### src/design/satq_pkg.sv
// Shared types and constants of the sorted alarm timer queue.
package satq_pkg;
    localparam int Capacity = 16;
    localparam int SlotW = $clog2(Capacity);
    localparam int CountW = $clog2(Capacity + 1);

    localparam logic [1:0] OP_REGISTER = 2'd0;
    localparam logic [1:0] OP_CANCEL = 2'd1;
    localparam logic [1:0] OP_TICK = 2'd2;

    localparam logic [1:0] KIND_REGISTERED = 2'd0;
    localparam logic [1:0] KIND_REFUSED = 2'd1;
    localparam logic [1:0] KIND_CANCEL = 2'd2;
    localparam logic [1:0] KIND_FIRED = 2'd3;

    typedef struct packed {
        logic [63:0] deadline;
        logic [15:0] tag;
        logic [SlotW-1:0] slot;
    } entry_t;

    // Commands broadcast along the chain for one cycle.
    typedef struct packed {
        logic insert;
        logic remove_head;
        logic remove_slot;
        entry_t ins;
        logic [SlotW-1:0] rm_slot;
    } cmd_t;
endpackage

### src/design/satq_cell.sv
// One cell of the sorted chain: holds one pending alarm.
module satq_cell (
    input  logic clk,
    input  logic rst_n,
    input  satq_pkg::cmd_t cmd,
    input  logic prev_valid,
    input  satq_pkg::entry_t prev_entry,
    input  logic prev_insert_here,
    input  logic prev_remove_before,
    input  logic next_valid,
    input  satq_pkg::entry_t next_entry,
    output logic valid,
    output satq_pkg::entry_t entry,
    output logic insert_here,
    output logic remove_before
);
    logic valid_reg, valid_next;
    satq_pkg::entry_t entry_reg, entry_next;
    logic after_ins, match;

    assign valid = valid_reg;
    assign entry = entry_reg;
    // New alarm goes in front of this cell when this cell is later than it.
    assign after_ins = valid_reg && (entry_reg.deadline > cmd.ins.deadline);
    assign insert_here = prev_insert_here || after_ins;
    assign match = valid_reg && (entry_reg.slot == cmd.rm_slot);
    assign remove_before = prev_remove_before || match;

    always_comb
    begin
        valid_next = valid_reg;
        entry_next = entry_reg;
        if (cmd.insert)
        begin
            if (insert_here)
            begin
                if (prev_insert_here)
                begin
                    valid_next = prev_valid;
                    entry_next = prev_entry;
                end
                else
                begin
                    valid_next = 1'b1;
                    entry_next = cmd.ins;
                end
            end
            else if (!valid_reg && prev_valid)
            begin
                valid_next = 1'b1;
                entry_next = cmd.ins;
            end
        end
        else if (cmd.remove_head || (cmd.remove_slot && remove_before))
        begin
            valid_next = next_valid;
            entry_next = next_entry;
        end
    end

    always_ff @(posedge clk or negedge rst_n)
    begin
        if (!rst_n)
        begin
            valid_reg <= 1'b0;
        end
        else
        begin
            valid_reg <= valid_next;
        end
    end

    always_ff @(posedge clk)
    begin
        entry_reg <= entry_next;
    end
endmodule

### src/design/satq_chain.sv
// Row of cells kept in ascending deadline order.
module satq_chain (
    input  logic clk,
    input  logic rst_n,
    input  satq_pkg::cmd_t cmd,
    output logic head_valid,
    output satq_pkg::entry_t head_entry
);
    localparam int N = satq_pkg::Capacity;
    logic [N:0] v;
    satq_pkg::entry_t e [N+1];
    logic [N:0] ih;
    logic [N:0] rb;

    assign v[N] = 1'b0;
    assign e[N] = '0;
    assign ih[0] = 1'b0;
    assign rb[0] = 1'b0;

    genvar g;
    generate
        for (g = 0; g < N; g++)
        begin : g_cell
            satq_cell u_cell (
                .clk(clk),
                .rst_n(rst_n),
                .cmd(cmd),
                .prev_valid((g == 0) ? 1'b1 : v[(g == 0) ? 0 : g-1]),
                .prev_entry(e[(g == 0) ? 0 : g-1]),
                .prev_insert_here(ih[g]),
                .prev_remove_before(rb[g]),
                .next_valid(v[g+1]),
                .next_entry(e[g+1]),
                .valid(v[g]),
                .entry(e[g]),
                .insert_here(ih[g+1]),
                .remove_before(rb[g+1])
            );
        end
    endgenerate

    assign head_valid = v[0];
    assign head_entry = e[0];
endmodule

### config.mk
export PLATFORM = sky130hd
export DESIGN_NAME = satq_chain
export DESIGN_NICKNAME = d
export VERILOG_FILES = /design/src/design/satq_pkg.sv /design/src/design/satq_cell.sv /design/src/design/satq_chain.sv
export SDC_FILE = /design/constraint.sdc
export NUM_CORES = 2
export LEC_CHECK = 0
export BUFFER_PORTS_ARGS = -buffer_cell sky130_fd_sc_hd__buf_4
export CAP_MARGIN = 15
export CORE_MARGIN = 1
export CORE_UTILIZATION = 65
export CTS_BUF_LIST = sky130_fd_sc_hd__clkbuf_2 sky130_fd_sc_hd__clkbuf_4 sky130_fd_sc_hd__clkbuf_8
export DETAILED_ROUTE_END_ITERATION = 10
export PLACE_DENSITY = 0.9
export SLEW_MARGIN = 0
export SYNTH_ARGS = -nofsm -noshare
export SYNTH_HDL_FRONTEND = slang
export SYNTH_SLANG_ARGS = --single-unit
### constraint.sdc
create_clock -name clk -period 11.93 [get_ports clk]
set_clock_uncertainty 0.05 [all_clocks]
set_input_delay 0.5965 -clock clk [delete_from_list [all_inputs] [get_ports clk]]
set_output_delay 0.5965 -clock clk [all_outputs]
set_load 0.02 [all_outputs]
# Word level (Yosys, flattened, before mapping)
# Index checks and enable logic that the tools add are counted.
[totals] regBits=1360 in_bits=93 output_inout_bits=85 word_cells=424
[classes] n_mux=156 n_lt_le_gt_ge=16 n_eq_ne=32 reduce_logical=156
[ops] operator="$mux W84" count=79
[ops] operator="$gt A64 B64 Y1" count=16
[ops] operator="$mux W1" count=77
[ops] operator="$eq A4 B4 Y1" count=16
[ops] operator="$logic_and A1 B1 Y1" count=63
[ops] operator="$logic_or A1 B1 Y1" count=46
[ops] operator="$ne A3 B1 Y1 const B" count=15
[ops] operator="$reduce_and A2 Y1" count=16
[ops] operator="$reduce_bool A2 Y1" count=16
[ops] operator="$logic_not A1 Y1" count=15
[ops] operator="$ne A3 B2 Y1 const B" count=1

# Longest topological paths before layout
[depth] word_depth=21 mapped_depth=20 mapped_depth_nobuf=13

# Hierarchy
# From an unflattened synthesis, not the netlist that was laid out.
[hier_totals] hier_cells=9842 area_unflattened_um2=96239.8
[modules_own_cells] module="satq_cell" cells_per_inst=615 area_per_inst_um2=6014.5 seq_area_each_um2=2547.4 n_inst=16
[modules_own_cells] module="satq_chain" cells_per_inst=2 area_per_inst_um2=7.5 seq_area_each_um2=0.0 n_inst=1

# Worst setup path after synthesis
# OpenSTA, ideal clock, no wires.
[synth_path] kind="input -> register" start="input cmd[38] (netlist bit)" end="register g_cell[11].u_cell.valid_reg" cell_stages=18 required_ns=11.472 path_buffers=6 arrival_ns=10.110 path_slack_ns=1.362 setup_ns=0.408 path_cell_list="clkbuf_1 inv_1 ha_1 nand4_1 or4_1 o21ai_0 o21bai_1 a31oi_1 buf_2 or3_1 buf_2 or3_1 buf_4 nor3b_2 buf_2 buf_8 a21boi_0 mux2i_1"
[synth_between] elab_chain_len=15 elab_cells_between_ends=40 cone_classes="12 x order compare; 1 x eq/ne; 3 x mux; 24 x reduce/logical"
[synth_rtl] element="start, declared" line_no="satq_chain.sv:5" rtl="input satq_pkg::cmd_t cmd,"
[synth_rtl] element="$gt A64 B64 Y1" line_no="satq_cell.sv:24" rtl="assign after_ins = valid_reg && (entry_reg.deadline > cmd.ins.deadline);"
[synth_rtl] element="$logic_and A1 B1 Y1" line_no="satq_cell.sv:24"
[synth_rtl] element="$logic_or A1 B1 Y1 (10 in series)" line_no="satq_cell.sv:25" rtl="assign insert_here = prev_insert_here || after_ins;"
[synth_rtl] element="$logic_or A1 B1 Y1 or $mux W1 (tied branches)" line_no="satq_cell.sv:25, satq_cell.sv:37"
[synth_rtl] element="$ne A3 B1 Y1 (no line) or $mux W1 (tied branches)"
[synth_rtl] element="$reduce_and A2 Y1 (no line) or $mux W1 (tied branches)"
[synth_rtl] element="end signal, assigned" line_no="satq_cell.sv:69" rtl="valid_reg <= valid_next;"
[synth_rtl] element="end, declared" line_no="satq_cell.sv:17" rtl="logic valid_reg, valid_next;"
# Several ways; a longest one is shown, not always the timed one.
# A chain may end at the register's enable or synchronous reset.

# Worst setup path after layout
[layout_path] start="input cmd[87] (netlist bit)" end="register g_cell[10].u_cell.entry_reg, in the netlist g_cell[10].u_cell.entry[38] (enable)"
[layout_between] elab_chain_len=14 elab_cells_between_ends=34 cone_classes="11 x order compare; 1 x eq/ne; 22 x reduce/logical"
[layout_rtl] element="$gt A64 B64 Y1" line_no="satq_cell.sv:24"
[layout_rtl] element="$logic_and A1 B1 Y1" line_no="satq_cell.sv:24"
[layout_rtl] element="$logic_or A1 B1 Y1 (9 in series)" line_no="satq_cell.sv:25"
[layout_rtl] element="$logic_or A1 B1 Y1 *" line_no="satq_cell.sv:25"
[layout_rtl] element="$ne A3 B1 Y1 (no line) *"
[layout_rtl] element="$reduce_and A2 Y1 (no line) *"
[layout_rtl] element="end signal, assigned" line_no="satq_cell.sv:75" rtl="entry_reg <= entry_next;"
[layout_rtl] element="end, declared" line_no="satq_cell.sv:18" rtl="satq_pkg::entry_t entry_reg, entry_next;"
# Mark *: on every way between the ends. The rest lies on a longest branch, timed or not.

==> impl_results.md <==
* Post-synthesis sequential area ratio at 44.6%
* Total power at 26700 uW
* Hpwl dp at 223000 um
* Post-route ant nets at 0
* Worst hold-check path type: input pin to register
* Setup repair after global routing missed its margin: no
* First-pass GRT wire length at ~470000 um
* Leak at 0.0397 uW
* Share of cells above drive strength 1 at under 10%
* Sink Count at 1360
* Root Buffer: clkbuf_8
* Most instantiated library cell after synthesis: a21oi_1
* Worst EP arrival at about 8.4 ns
* Initial antenna violation count at 13
* Rel. slew slack at 1.97%
* CTS tree: built
* Nature of the critical path endpoint: register
* Gr ovfl total at 0
* Synth top area share at approximately 44%
* Core ar. at 0.140 sq mm
* Fillers at around 10k
* Cts bufs inserted at around 230
* Total Die Area at about 0.14 sq mm
* Initial DRC count at 13.6k
* Setup CP Type: input pin to register
* Max Slew Vio Count at 0
* Max cap viols at 0
* Clk pin slew, worst setup/hold paths at 0.06 ns
* Chip height at 377 um
* Setup tns final at 0 ns
* Fmax at approximately 0.13 GHz
* Chip width at 377 um
* Min cycle time layout at 7.90 ns
* Status: complete, no violations
* Synth Register Bits at 1360
* Worst EP required at 12.45 ns
* Startpoint types: input pin
* Max Root-Sink Buffers at 3
* DRT Wirelength at 326000 um
* EDFF count, synth at 1344
* Largest register FFs at 1344
* Post-Syn Area per Cell at 9.99 sq um
* Routed WL per cell at 29.4 um
* PortBufs at 177
* Tcrit/Tclk final at 66.2%
* Slowest stage cell, crit path: nor4_1
* DRT Pass-1 Iters at 10
* Slowest cell delay on critical path at 1.00 ns
* Crit Path Max Fanout at 55
* Synth cell count leaders: a21oi_1, edfxtp_1, nor2_1, ha_1, mux2i_1
* Asr flop ratio synth at 1.18%
* P&R area growth vs syn at 7.57%
* Peak VDD IR at 0.348 mV
* Ys Warns at 0
* IO Count at 178
* Final setup violation count at 0
* Via Count at a little under 80k
* Vias per inst at 7.13
* # rows at 137
* H-Tree Level Count at 4
* Gpl congestion at 1.06
* Pin count of the biggest net entering global routing at 220
* Netlist cell types at 75
* R2R Setup Slk at approximately 4.3 ns
* Clk_lat worst skew at between 1 and 1.5 ns
* Nets at 10.2k
* Gates resized, CTS repair at 0
* Cells after Synth at 9151
* Final Hold Viols at 0
* Largest area contributor in the netlist: edfxtp_1
* Worst Max-Slew Pin Slew at roughly 1.5 ns
* Vias in the first global route at approximately 75k
* DRC at 0
* Main synth FF type: edfxtp_1
* Initial Util at roughly two thirds
* CP Cell Sequence: dlygate4sd3_1, buf_4, inv_1, ha_1, nand4_1, nor3_1, and3_1, nand4_1, o41ai_1, a31oi_4, or3_4, nor4_1, nand2_4, a211oi_1, nor2_4, buf_4
* Syn_nets at 10.3k
* Synthesized area at slightly above 0.09 sq mm
* Area contributors post-synth: edfxtp_1, ha_1, mux2i_1, a21oi_1, nor2_1
* Global-route usage over all layers at about 45%
* Power Density at between 200 and 300 mW/mm^2
-- cell usage in the layout (no fill, tap or decap), types with 16 or more instances in the layout --
cell type / n
a221oi_1: 23
a21oi_1: 1445
nand4_1: 183
a31oi_1: 20
buf_4: 292
o211ai_1: 19
mux2i_1: 820
o21a_1: 22
nand2_1: 386
o221ai_1: 254
clkinv_1: 50
clkbuf_4: 84
xor2_1: 33
edfxtp_1: 1344
a211oi_1: 57
a21o_1: 87
inv_1: 444
o21ai_0: 262
clkbuf_8: 232
nor3_1: 73
dfrtp_1: 16
and4_1: 24
nor2_1: 1275
nor2b_1: 19
ha_1: 1024
nand3_1: 369
dlygate4sd3_1: 41
nor4_1: 36
xnor2_1: 30
-- metal layers --
metal / global-route usage, % / up-vias / share of wire, %
met5: 0.446 / - / 0.052
met4: 28.3 / 14 / 7.5
met3: 14.2 / 1421 / 16
met2: 64.6 / 6643 / 42
met1: 58.1 / 37176 / 35
li1: - / 34018 / -
-- final timing paths --
check,start,to,cells past startpoint
worst min register to register,g_cell[15].u_cell.entry[16]$_SDFFCE_PN0P_,g_cell[14].u_cell.entry[16]$_DFFE_PP_,2
worst max register to register,g_cell[0].u_cell.entry[83]$_DFFE_PP_,g_cell[10].u_cell.entry[38]$_DFFE_PP_,13
max in group asynchronous,rst_n,g_cell[15].u_cell.valid$_DFFE_PN0P_,4
worst min-delay path,cmd[34],g_cell[2].u_cell.entry[30]$_DFFE_PP_,3
min in group asynchronous,rst_n,g_cell[6].u_cell.valid$_DFFE_PN0P_,3
worst max-delay path,cmd[87],g_cell[10].u_cell.entry[38]$_DFFE_PP_,16
-- per-stage QoR --
stage	utilization, %	cells	worst slack (ns)	cell area, sq um	hold WS (ns)
floorplan	-	9151	1.36	91400	0.251
global placement	66.9	10662	4.22	93400	0.428
detailed placement	67.0	10665	4.06	93400	0.428
CTS	70.4	11103	4.54	98300	0.000533
global route	70.5	11110	4.09	98300	0.0521
finish	70.5	11112	4.03	98300	0.0447
-- final cells by class --
type	count	area, sq um	area share [%]
multi-input cells	6682	46300	47.1
flip-flops and latches	1360	40800	41.5
clock buffers	316	3820	3.89
repair buffers	347	2840	2.89
well taps	1876	2350	2.39
inverters	444	1670	1.69
clock inverters	81	611	0.621
diodes	6	15.0	0.0153
-- power breakdown --
part	switching, uW	leakage [uW]	internal [uW]
Combinational	7130	0.0236	4140
Clock	2090	0.00234	2180
Sequential	2510	0.0137	8600
-- worst max-delay path: cells and delay by family --
| family | cells | cell delay (ns) |
|---|---|---|
| fa+ha+maj | 1 | 0.27 |
| simple gates | 8 | 4.33 |
| compound gates | 3 | 1.21 |
| buf+inv | 4 | 1.89 |
-- timing repair --
item	in CTS	in global routing
hold buffers	41	0
setup buffers	0	0
hold endpoints to repair	159	0
-- cell families after synthesis --
| logic type | count (synthesis) | share of synthesized area, % |
|---|---|---|
| xor gates and xnor gates | 63 | 0.604 |
| muxes | 825 | 9.04 |
| DFF | 1360 | 44.6 |
| AOI/OAI and AO/OA | 2333 | 15.0 |
| buffers and inverters | 1109 | 5.15 |
| adders and majority gates | 1024 | 14.0 |
| and+or+nand+nor | 2437 | 11.6 |
(Power assumes the default switching activity.)
