File: src/design/satq_divider.sv
// Restoring divider turning a delay in ms into ticks, one bit a cycle.
module satq_divider (
    input  logic clk,
    input  logic rst_n,
    input  logic start,
    input  logic [32:0] dividend,
    input  logic [15:0] divisor,
    output logic done,
    output logic [32:0] quotient
);
    logic busy_reg, busy_next;
    logic [5:0] cnt_reg, cnt_next;
    logic [32:0] q_reg, q_next;
    logic [16:0] r_reg, r_next;
    logic [15:0] d_reg, d_next;
    logic [17:0] trial;
    logic done_reg, done_next;

    assign done = done_reg;
    assign quotient = q_reg;
    assign trial = {r_reg, q_reg[32]} - {2'b00, d_reg};

    always_comb
    begin
        busy_next = busy_reg;
        cnt_next = cnt_reg;
        q_next = q_reg;
        r_next = r_reg;
        d_next = d_reg;
        done_next = 1'b0;
        if (start)
        begin
            busy_next = 1'b1;
            cnt_next = 6'd33;
            q_next = dividend;
            r_next = '0;
            d_next = divisor;
        end
        else if (busy_reg)
        begin
            if (!trial[17])
            begin
                r_next = trial[16:0];
                q_next = {q_reg[31:0], 1'b1};
            end
            else
            begin
                r_next = {r_reg[15:0], q_reg[32]};
                q_next = {q_reg[31:0], 1'b0};
            end
            cnt_next = cnt_reg - 6'd1;
            if (cnt_reg == 6'd1)
            begin
                busy_next = 1'b0;
                done_next = 1'b1;
            end
        end
    end

    always_ff @(posedge clk or negedge rst_n)
    begin
        if (!rst_n)
        begin
            busy_reg <= 1'b0;
            cnt_reg <= '0;
            done_reg <= 1'b0;
        end
        else
        begin
            busy_reg <= busy_next;
            cnt_reg <= cnt_next;
            done_reg <= done_next;
        end
    end

    always_ff @(posedge clk)
    begin
        q_reg <= q_next;
        r_reg <= r_next;
        d_reg <= d_next;
    end
endmodule
File: config.mk
export PLATFORM = sky130hd
export DESIGN_NAME = satq_divider
export DESIGN_NICKNAME = d
export VERILOG_FILES = /design/src/design/satq_divider.sv
export SDC_FILE = /design/constraint.sdc
export NUM_CORES = 1
export LEC_CHECK = 0
export ABC_CLOCK_PERIOD_IN_PS = 2500
export BUFFER_PORTS_ARGS = -buffer_cell sky130_fd_sc_hd__buf_2
export CAP_MARGIN = 15
export CORE_UTILIZATION = 46
export CTS_BUF_LIST = sky130_fd_sc_hd__clkbuf_8 sky130_fd_sc_hd__clkbuf_16
export DETAILED_ROUTE_END_ITERATION = 8
export GPL_ROUTABILITY_DRIVEN = 0
export GPL_TIMING_DRIVEN = 0
export PLACE_DENSITY = 0.73
export SLEW_MARGIN = 10
export SYNTH_ARGS = -nofsm -noshare
export SYNTH_HDL_FRONTEND = slang
export SYNTH_SLANG_ARGS = --single-unit
File: constraint.sdc
create_clock -name clk -period 2.5 [get_ports clk]
set_input_delay 0.125 -clock clk [delete_from_list [all_inputs] [get_ports clk]]
set_output_delay 0.125 -clock clk [all_outputs]
set_load 0.01 [all_outputs]
After elaboration in Yosys (flattened, before gate mapping)

Index checks and enable logic that the tools add are counted.

Register bits: 74
Logic and storage cells: 22
Bits of input ports: 52
Output and inout port bits: 34

Equal/unequal tests: 1
Add/subtract/negate cells: 2
Reductions and logical operators: 1
Mux-type cells: 12

Operator list:

| kind                  | count |
|---|---|
| $mux W33              | 2 |
| $sub A18 B16 Y18      | 1 |
| $mux W17              | 1 |
| $mux W6               | 2 |
| $mux W1               | 7 |
| $eq A6 B1 Y1 const B  | 1 |
| $sub A6 B1 Y6 const B | 1 |
| $reduce_bool A2 Y1    | 1 |

Longest topological paths before layout

Gate-level depths: netlist (run 1).

Depth in word-level cells: 4
Gate-level depth with buffers: 10
Mapped depth without buffers: 10

Least setup slack after synthesis (run 1)

No wires, ideal clock.

Kind: register to register
Start point: register d_reg[14]
End point: register q_reg[0] (netlist: quotient[0]) (data pin)
Buffers on the path: 1
Setup time: 0.260 ns
Period minus slack after synthesis: 2.380 ns
Setup slack: 0.120 ns
Stages on the path, launching flop included: 10
Data arrival time: 2.121 ns
Required time: 2.240 ns
Cell sequence: edfxtp_1 inv_1 ha_1 a21oi_1 o21ai_1 or3_1 a211oi_1 a311oi_4 buf_2 mux2_2

Cells in the longest elaborated chain, start to end: 4

Ends and longest elaborated chain:

| item                   | line | text |
|---|---|---|
| from (decl)            | 15   | `logic [15:0] d_reg, d_next;` |
| from (signal assigned) | 80   | `d_reg <= d_next;` |
| $sub A18 B16 Y18       | 21   | `assign trial = {r_reg, q_reg[32]} - {2'b00, d_reg};` |
| $mux W1                | 41   | `if (!trial[17])` |
| $mux W33               | 39   | `else if (busy_reg)` |
| $mux W33               | 31   | `if (start)` |
| named net q_next[0]    | 13   | `logic [32:0] q_reg, q_next;` |
| to (signal assigned)   | 78   | `q_reg <= q_next;` |
| to (decl)              | 13   |  |

The timed path passes the listed nets, and every way through them passes these cells. The select of a mux whose other input is x is not followed.
A chain may end at the register's enable or synchronous reset.

Final worst setup path (run 1)

Start point: register d_reg[1]
End point: register r_reg[7]

Cells in the longest elaborated chain, start to end: 2

Ends and longest elaborated chain:

| item                 | line | text |
|---|---|---|
| $sub A18 B16 Y18     | 21   |  |
| $mux W17             | 41   |  |
| to (signal assigned) | 79   | `r_reg <= r_next;` |
| to (decl)            | 14   | `logic [16:0] r_reg, r_next;` |

Every way passes these cells.

==> results.cfg, run 1 <==
[run_status]
outcome = complete, no violations

[global_route]
grt_pass1_vias = 3054
antenna_found_initial = 0
grt_pass1_wl_um = 13870
grtUsageTotal = 0.2050
grt-ovfl-total = 0
grt_max_degree = 24

[placed_design]
place_ws_ns = -0.1283
place_inst = 534
dp_hpwl_um = 6062
portBuffers = 85

[cells_and_area]
final_net_count = 535
area.growth.synth_to_final_pct = 27.74
largest_reg_flops = 33
drive_above_1_share = 0.3454
diodes = 0
layoutNonFillerInstCount = 574
layout_commonest_cell = buf_2
final_cell_mix = 85 x buf_2, 49 x edfxtp_1, 33 x mux2_2

[routing]
vias = 3055
routed_wl_um = 8562
dr.pass1.iters = 4
vias_per_cell = 5.322
first_iter_violations = 138
avgRoutedWirePerCell_um = 14.92
ant_nets = 0
drcViolationCount = 0

[timing]
fin_skew_ns = 0.005555
finalSetupTns_ns = 0
hold_slack_ns = 0.06508
timing.final.crit_period_ns = 2.411
finalHoldViolations = 0
setup_violations = 0
slew_headroom = 0.5762
fmax_ghz = 0.4147
slew_violations = 0
worst_slew_pin_slew_ns = 0.6333
period_share = 0.9645
finalWorstSetupSlack_ns = 0.08878

[yosys]
syn_inst = 343
synth_top_area_cell = edfxtp_1
avgSynthCellArea_um2 = 11.40
yosysSeqAreaShare = 0.5144
ys_async_sr_fraction = 0.1081
syn-cell-area_um2 = 3911
synth_top_area_share = 0.3762
yosysWarnings = 0
synth_area_leaders = edfxtp_1 38%, mux2_2 9.5%, dfxtp_1 8.7%
syn_nets = 414
synth_edf_count = 49
synth_seq_cells = 74
synth_cell_types = 49
ys.flop_type = edfxtp_1

[die]
fp-row-count = 33
start_util = 0.4760
die_y_um = 94.21
dieArea_um2 = 8876
coreArea_um2 = 8217
die_w_um = 94.21
pin_count = 86

[clock_tree]
worstSkewPairLatency_ns = 0.36
path_clk_slew_ns = 0.08
clock-sinks = 74
cts_root_buf = clkbuf_8
clk_path_buf_depth = 2
cts-htree-levels = 3
cts_inserted_buffers = 9
tritoncts = done

[power_and_ir_drop]
power.total_w = 0.004275
powerDensity_nw_per_um2 = 855.6
ir_worst_vdd_mv = 0.4201
power.leakage_nw = 2.097

[flow_run]
drv_cap = 0

[critical_path]
crit_fanout = 5
crit_end = r_reg[7]$_SDFFE_PP0P_
r2r_slack_ns = 0.09
path_class = reg -> reg
cp-start-kind = register
rr_startpoint = d_reg[1]$_DFFE_PP_
r2r_end = r_reg[7]$_SDFFE_PP0P_
cp.arrival_ns = 2.63
r2r_cells = 10
worst_ep_required_time_ns = 2.72
cp-startpoint = d_reg[1]$_DFFE_PP_
end_kind = register

[min_path]
hold_path_class = in -> reg
cell families after synthesis:
| logic type | Yosys count | synth area share |
|---|---|---|
| muxes | 44 | 0.1232 |
| AOI/OAI and AO/OA | 61 | 0.1142 |
| adders and majority gates | 19 | 0.06270 |
| and+or+nand+nor | 95 | 0.1174 |
| xor gates and xnor gates | 14 | 0.03135 |
| buffers and inverters | 36 | 0.03679 |
| DFF | 74 | 0.5144 |
metal layers:
| layer | routed length [um] | GRT usage | part of all wire |
|---|---|---|---|
| met5 | 0 | 0 | 0 |
| met2 | 4064 | 0.3291 | 0.47 |
| met1 | 3710 | 0.2500 | 0.43 |
| met4 | 197 | 0.09872 | 0.023 |
| met3 | 589 | 0.06149 | 0.069 |
where the power goes:
part / leakage, nW / switching, W / internal [W] / total (W)
Sequential: 0.741 / 0.000177 / 0.00160 / 0.00178
Combinational: 1.27 / 0.000832 / 0.000714 / 0.00155
Clock: 0.0881 / 0.000483 / 0.000465 / 0.000948
Total: 2.10 / 0.00149 / 0.00278 / 0.00427
worst min-delay path by stage:
stage	start	end	depth (start not counted)	slack, ns
CTS	dividend[19]	quotient[19]$_DFFE_PP_	2	0.05
finish	dividend[19]	quotient[19]$_DFFE_PP_	2	0.07
global placement	rst_n	cnt_reg[0]$_DFFE_PN0P_	1	-0.03
detailed placement	rst_n	busy_reg$_DFF_PN0_	1	-0.02
floorplan	rst_n	busy_reg$_DFF_PN0_	0	-0.17
global route	dividend[30]	quotient[30]$_DFFE_PP_	2	0.05
synthesized netlist by cell type, types with 9 or more instances:
master / n
a211oi_1: 15
ha_1: 18
dfxtp_1: 17
edfxtp_1: 49
nand2_1: 22
mux2_2: 33
inv_1: 25
nor2_1: 31
o21ai_0: 9
mux2i_1: 11
a21oi_1: 14
worst max-delay path: stages (launching register included):
cell and delay, ns:
edfxtp_1 0.40, inv_1 0.08, ha_1 0.22, nor2b_4 0.14
o2111ai_4 0.23, a31oi_4 0.15, a21o_1 0.22, a311oi_4 0.32
buf_4 0.24, mux2i_1 0.19, a211oi_1 0.08
what timing repair did:
item | in CTS | in global routing
hold buffers | 17 | 0
hold endpoints to repair | 24 | 0
buffers inserted | 2 | 4
endpoints found under the setup margin | 13 | 16
resized for setup | 4 | 17
gates cloned | 0 | 1
pin swaps | 2 | 10
area by class of cell:
type / count / area, um^2
plain buffers: 11 / 56.30
clock buffers: 9 / 123.9
clock inverters: 7 / 77.57
fillers: 689 / 3221
inverters: 25 / 93.84
multi-input cells: 233 / 1822
flip-flops and latches: 74 / 2012
well taps: 105 / 131.4
repair buffers: 110 / 679.4
metrics by stage:
step / area (um^2) / util
floorplan: 3911 / -
global placement: 4468 / 0.5438
detailed placement: 4496 / 0.5471
CTS: 4893 / 0.5956
global route: 4996 / 0.6080
finish: 4996 / 0.6080
(Power assumes the default switching activity.)
==> inputs of run 2 (changes only) <==
--- a/config.mk
+++ b/config.mk
@@ -5,7 +5,7 @@
 export SDC_FILE = /design/constraint.sdc
 export NUM_CORES = 1
 export LEC_CHECK = 0
-export ABC_CLOCK_PERIOD_IN_PS = 2500
+export ABC_CLOCK_PERIOD_IN_PS = 3100
 export BUFFER_PORTS_ARGS = -buffer_cell sky130_fd_sc_hd__buf_2
 export CAP_MARGIN = 15
 export CORE_UTILIZATION = 46
@@ -13,7 +13,8 @@
 export DETAILED_ROUTE_END_ITERATION = 8
 export GPL_ROUTABILITY_DRIVEN = 0
 export GPL_TIMING_DRIVEN = 0
-export PLACE_DENSITY = 0.73
+export PLACE_DENSITY = 0.7
+export SKIP_LAST_GASP = 1
 export SLEW_MARGIN = 10
 export SYNTH_ARGS = -nofsm -noshare
 export SYNTH_HDL_FRONTEND = slang
==> constraint.sdc (replaced) <==
create_clock -name clk -period 3.1 [get_ports clk]
set_input_delay 0.155 -clock clk [delete_from_list [all_inputs] [get_ports clk]]
set_output_delay 0.155 -clock clk [all_outputs]
set_load 0.01 [all_outputs]
==> run 2 against run 1 <==
Net effect: final area down 2.3%; utilization down 1.4 points; sequential share of layout area up 0.93 points; critical path depth unchanged.
==> results.cfg, run 2 (same netlist as run 1, synthesis figures left out) <==
[timing]
worst_slew_pin_slew_ns = 0.6464
setup_violations = 0
fin_skew_ns = 0.006254
finalSetupTns_ns = 0
slew_violations = 0
period_share = 0.8488
hold_slack_ns = 0.1069
finalHoldViolations = 0
fmax_ghz = 0.3800
timing.final.crit_period_ns = 2.631
rsz0062_at_grt = no
finalWorstSetupSlack_ns = 0.4686
slew_headroom = 0.5675

[clock_tree]
clk_path_buf_depth = 2
post-cts-setup-buffer-count = 0
path_clk_slew_ns = 0.08
clock-sinks = 74
cts_root_buf = clkbuf_8
tritoncts = done
cts-htree-levels = 3
worstSkewPairLatency_ns = 0.34
cts_inserted_buffers = 9
cts_resized = 0

[min_path]
hold_path_class = in -> reg

[routing]
drcViolationCount = 0
vias = 2960
routed_wl_um = 7981
first_iter_violations = 158
ant_nets = 0
avgRoutedWirePerCell_um = 14.08
vias_per_cell = 5.220
dr.pass1.iters = 4

[global_route]
grt_pass1_wl_um = 13460
grt_max_degree = 22
antenna_found_initial = 0
grt-ovfl-total = 0
grt_pass1_vias = 2980
grtUsageTotal = 0.1970

[run_status]
outcome = complete, no violations

[critical_path]
end_kind = register
crit_fanout = 10
cp.arrival_ns = 2.89
path_class = reg -> reg
worst_ep_required_time_ns = 3.35
cp-start-kind = register

[flow_run]
drv_cap = 0

[placed_design]
dpl_cell_area_um2 = 4496
dp_hpwl_um = 5875
place_ws_ns = 0.4701
portBuffers = 85

[power_and_ir_drop]
ir_worst_vdd_mv = 0.3354
power.leakage_nw = 2.079
power.total_w = 0.003403
powerDensity_nw_per_um2 = 696.9

[cells_and_area]
largest_reg_flops = 33
area.growth.synth_to_final_pct = 24.86
layout_commonest_cell = buf_2
fillCellCount = 672
drive_above_1_share = 0.3095
diodes = 0
stdcell_area_um2 = 4883
final_net_count = 528
final_cell_mix = 86 x buf_2, 49 x edfxtp_1, 33 x mux2_2

[die]
pin_count = 86
die_w_um = 94.21
fp-row-count = 33
dieArea_um2 = 8876
coreArea_um2 = 8217
start_util = 0.4760
die_y_um = 94.21
## run 2: changes by cell type in the layout (fill, tap and decap cells not counted), moves of 3 or more
cell / change
clkinvlp_4: -3
a21oi_2: -3
buf_4: -6
a21oi_1: +3
## run 2: cell type report
class,instances,area (um^2),share of cell area
tap,105,131.4,0.02690
clock inverter,7,93.84,0.01922
buffer,11,50.05,0.01025
timing repair buffer,103,623.1,0.1276
clock buffer,9,123.9,0.02537
multi-input combinational,233,1755,0.3595
sequential,74,2012,0.4120
inverter,25,93.84,0.01922
## run 2: path summary, 6_finish.rpt
path / to / depth (start not counted) / slack, ns / from
min in group asynchronous: cnt_reg[0]$_DFFE_PN0P_ / 2 / 0.17 / rst_n
min: quotient[23]$_DFFE_PP_ / 2 / 0.11 / dividend[23]
min reg2reg: r_reg[14]$_SDFFE_PP0P_ / 2 / 0.49 / r_reg[14]$_SDFFE_PP0P_
max in group asynchronous: cnt_reg[3]$_DFFE_PN0P_ / 2 / 2.77 / rst_n
max reg2reg: r_reg[11]$_SDFFE_PP0P_ / 10 / 0.47 / d_reg[1]$_DFFE_PP_
max: r_reg[11]$_SDFFE_PP0P_ / 10 / 0.47 / d_reg[1]$_DFFE_PP_
## run 2: what timing repair did
item	CTS	global route
endpoints found under the setup margin	0	0
hold buffers	17	0
endpoints found under the hold margin	24	0
## run 2: per-stage QoR
stage | std cells | utilization
finish | 567 | 0.5943
global route | 567 | 0.5943
floorplan | 343 | -
global placement | 533 | 0.5438
detailed placement | 534 | 0.5471
CTS | 567 | 0.5943
## run 2: layer usage
| metal | vias up | track usage | wire (um) | share of wire |
|---|---|---|---|---|
| met5 | - | 0 | 0 | 0 |
| met4 | 0 | 0.08590 | 142 | 0.018 |
| met3 | 9 | 0.04531 | 403 | 0.050 |
| met2 | 77 | 0.3140 | 3655 | 0.46 |
| met1 | 1389 | 0.2547 | 3780 | 0.47 |
| li1 | 1485 | - | - | - |
## run 2: worst max-delay path: stages (launching register included)
cell and delay [ns]:
edfxtp_1 0.41, inv_1 0.07, ha_1 0.21, nor2b_2 0.16, o2111ai_2 0.24, a31oi_4 0.14
a21o_1 0.21, a311oi_4 0.43, buf_2 0.31, nand2_1 0.12, o221ai_1 0.22
## run 2: report_power, final
group / leakage, nW / internal, W / switching (W)
sequential: 0.741 / 0.00129 / 0.000138
clock: 0.111 / 0.000453 / 0.000362
combinational: 1.23 / 0.000531 / 0.000626
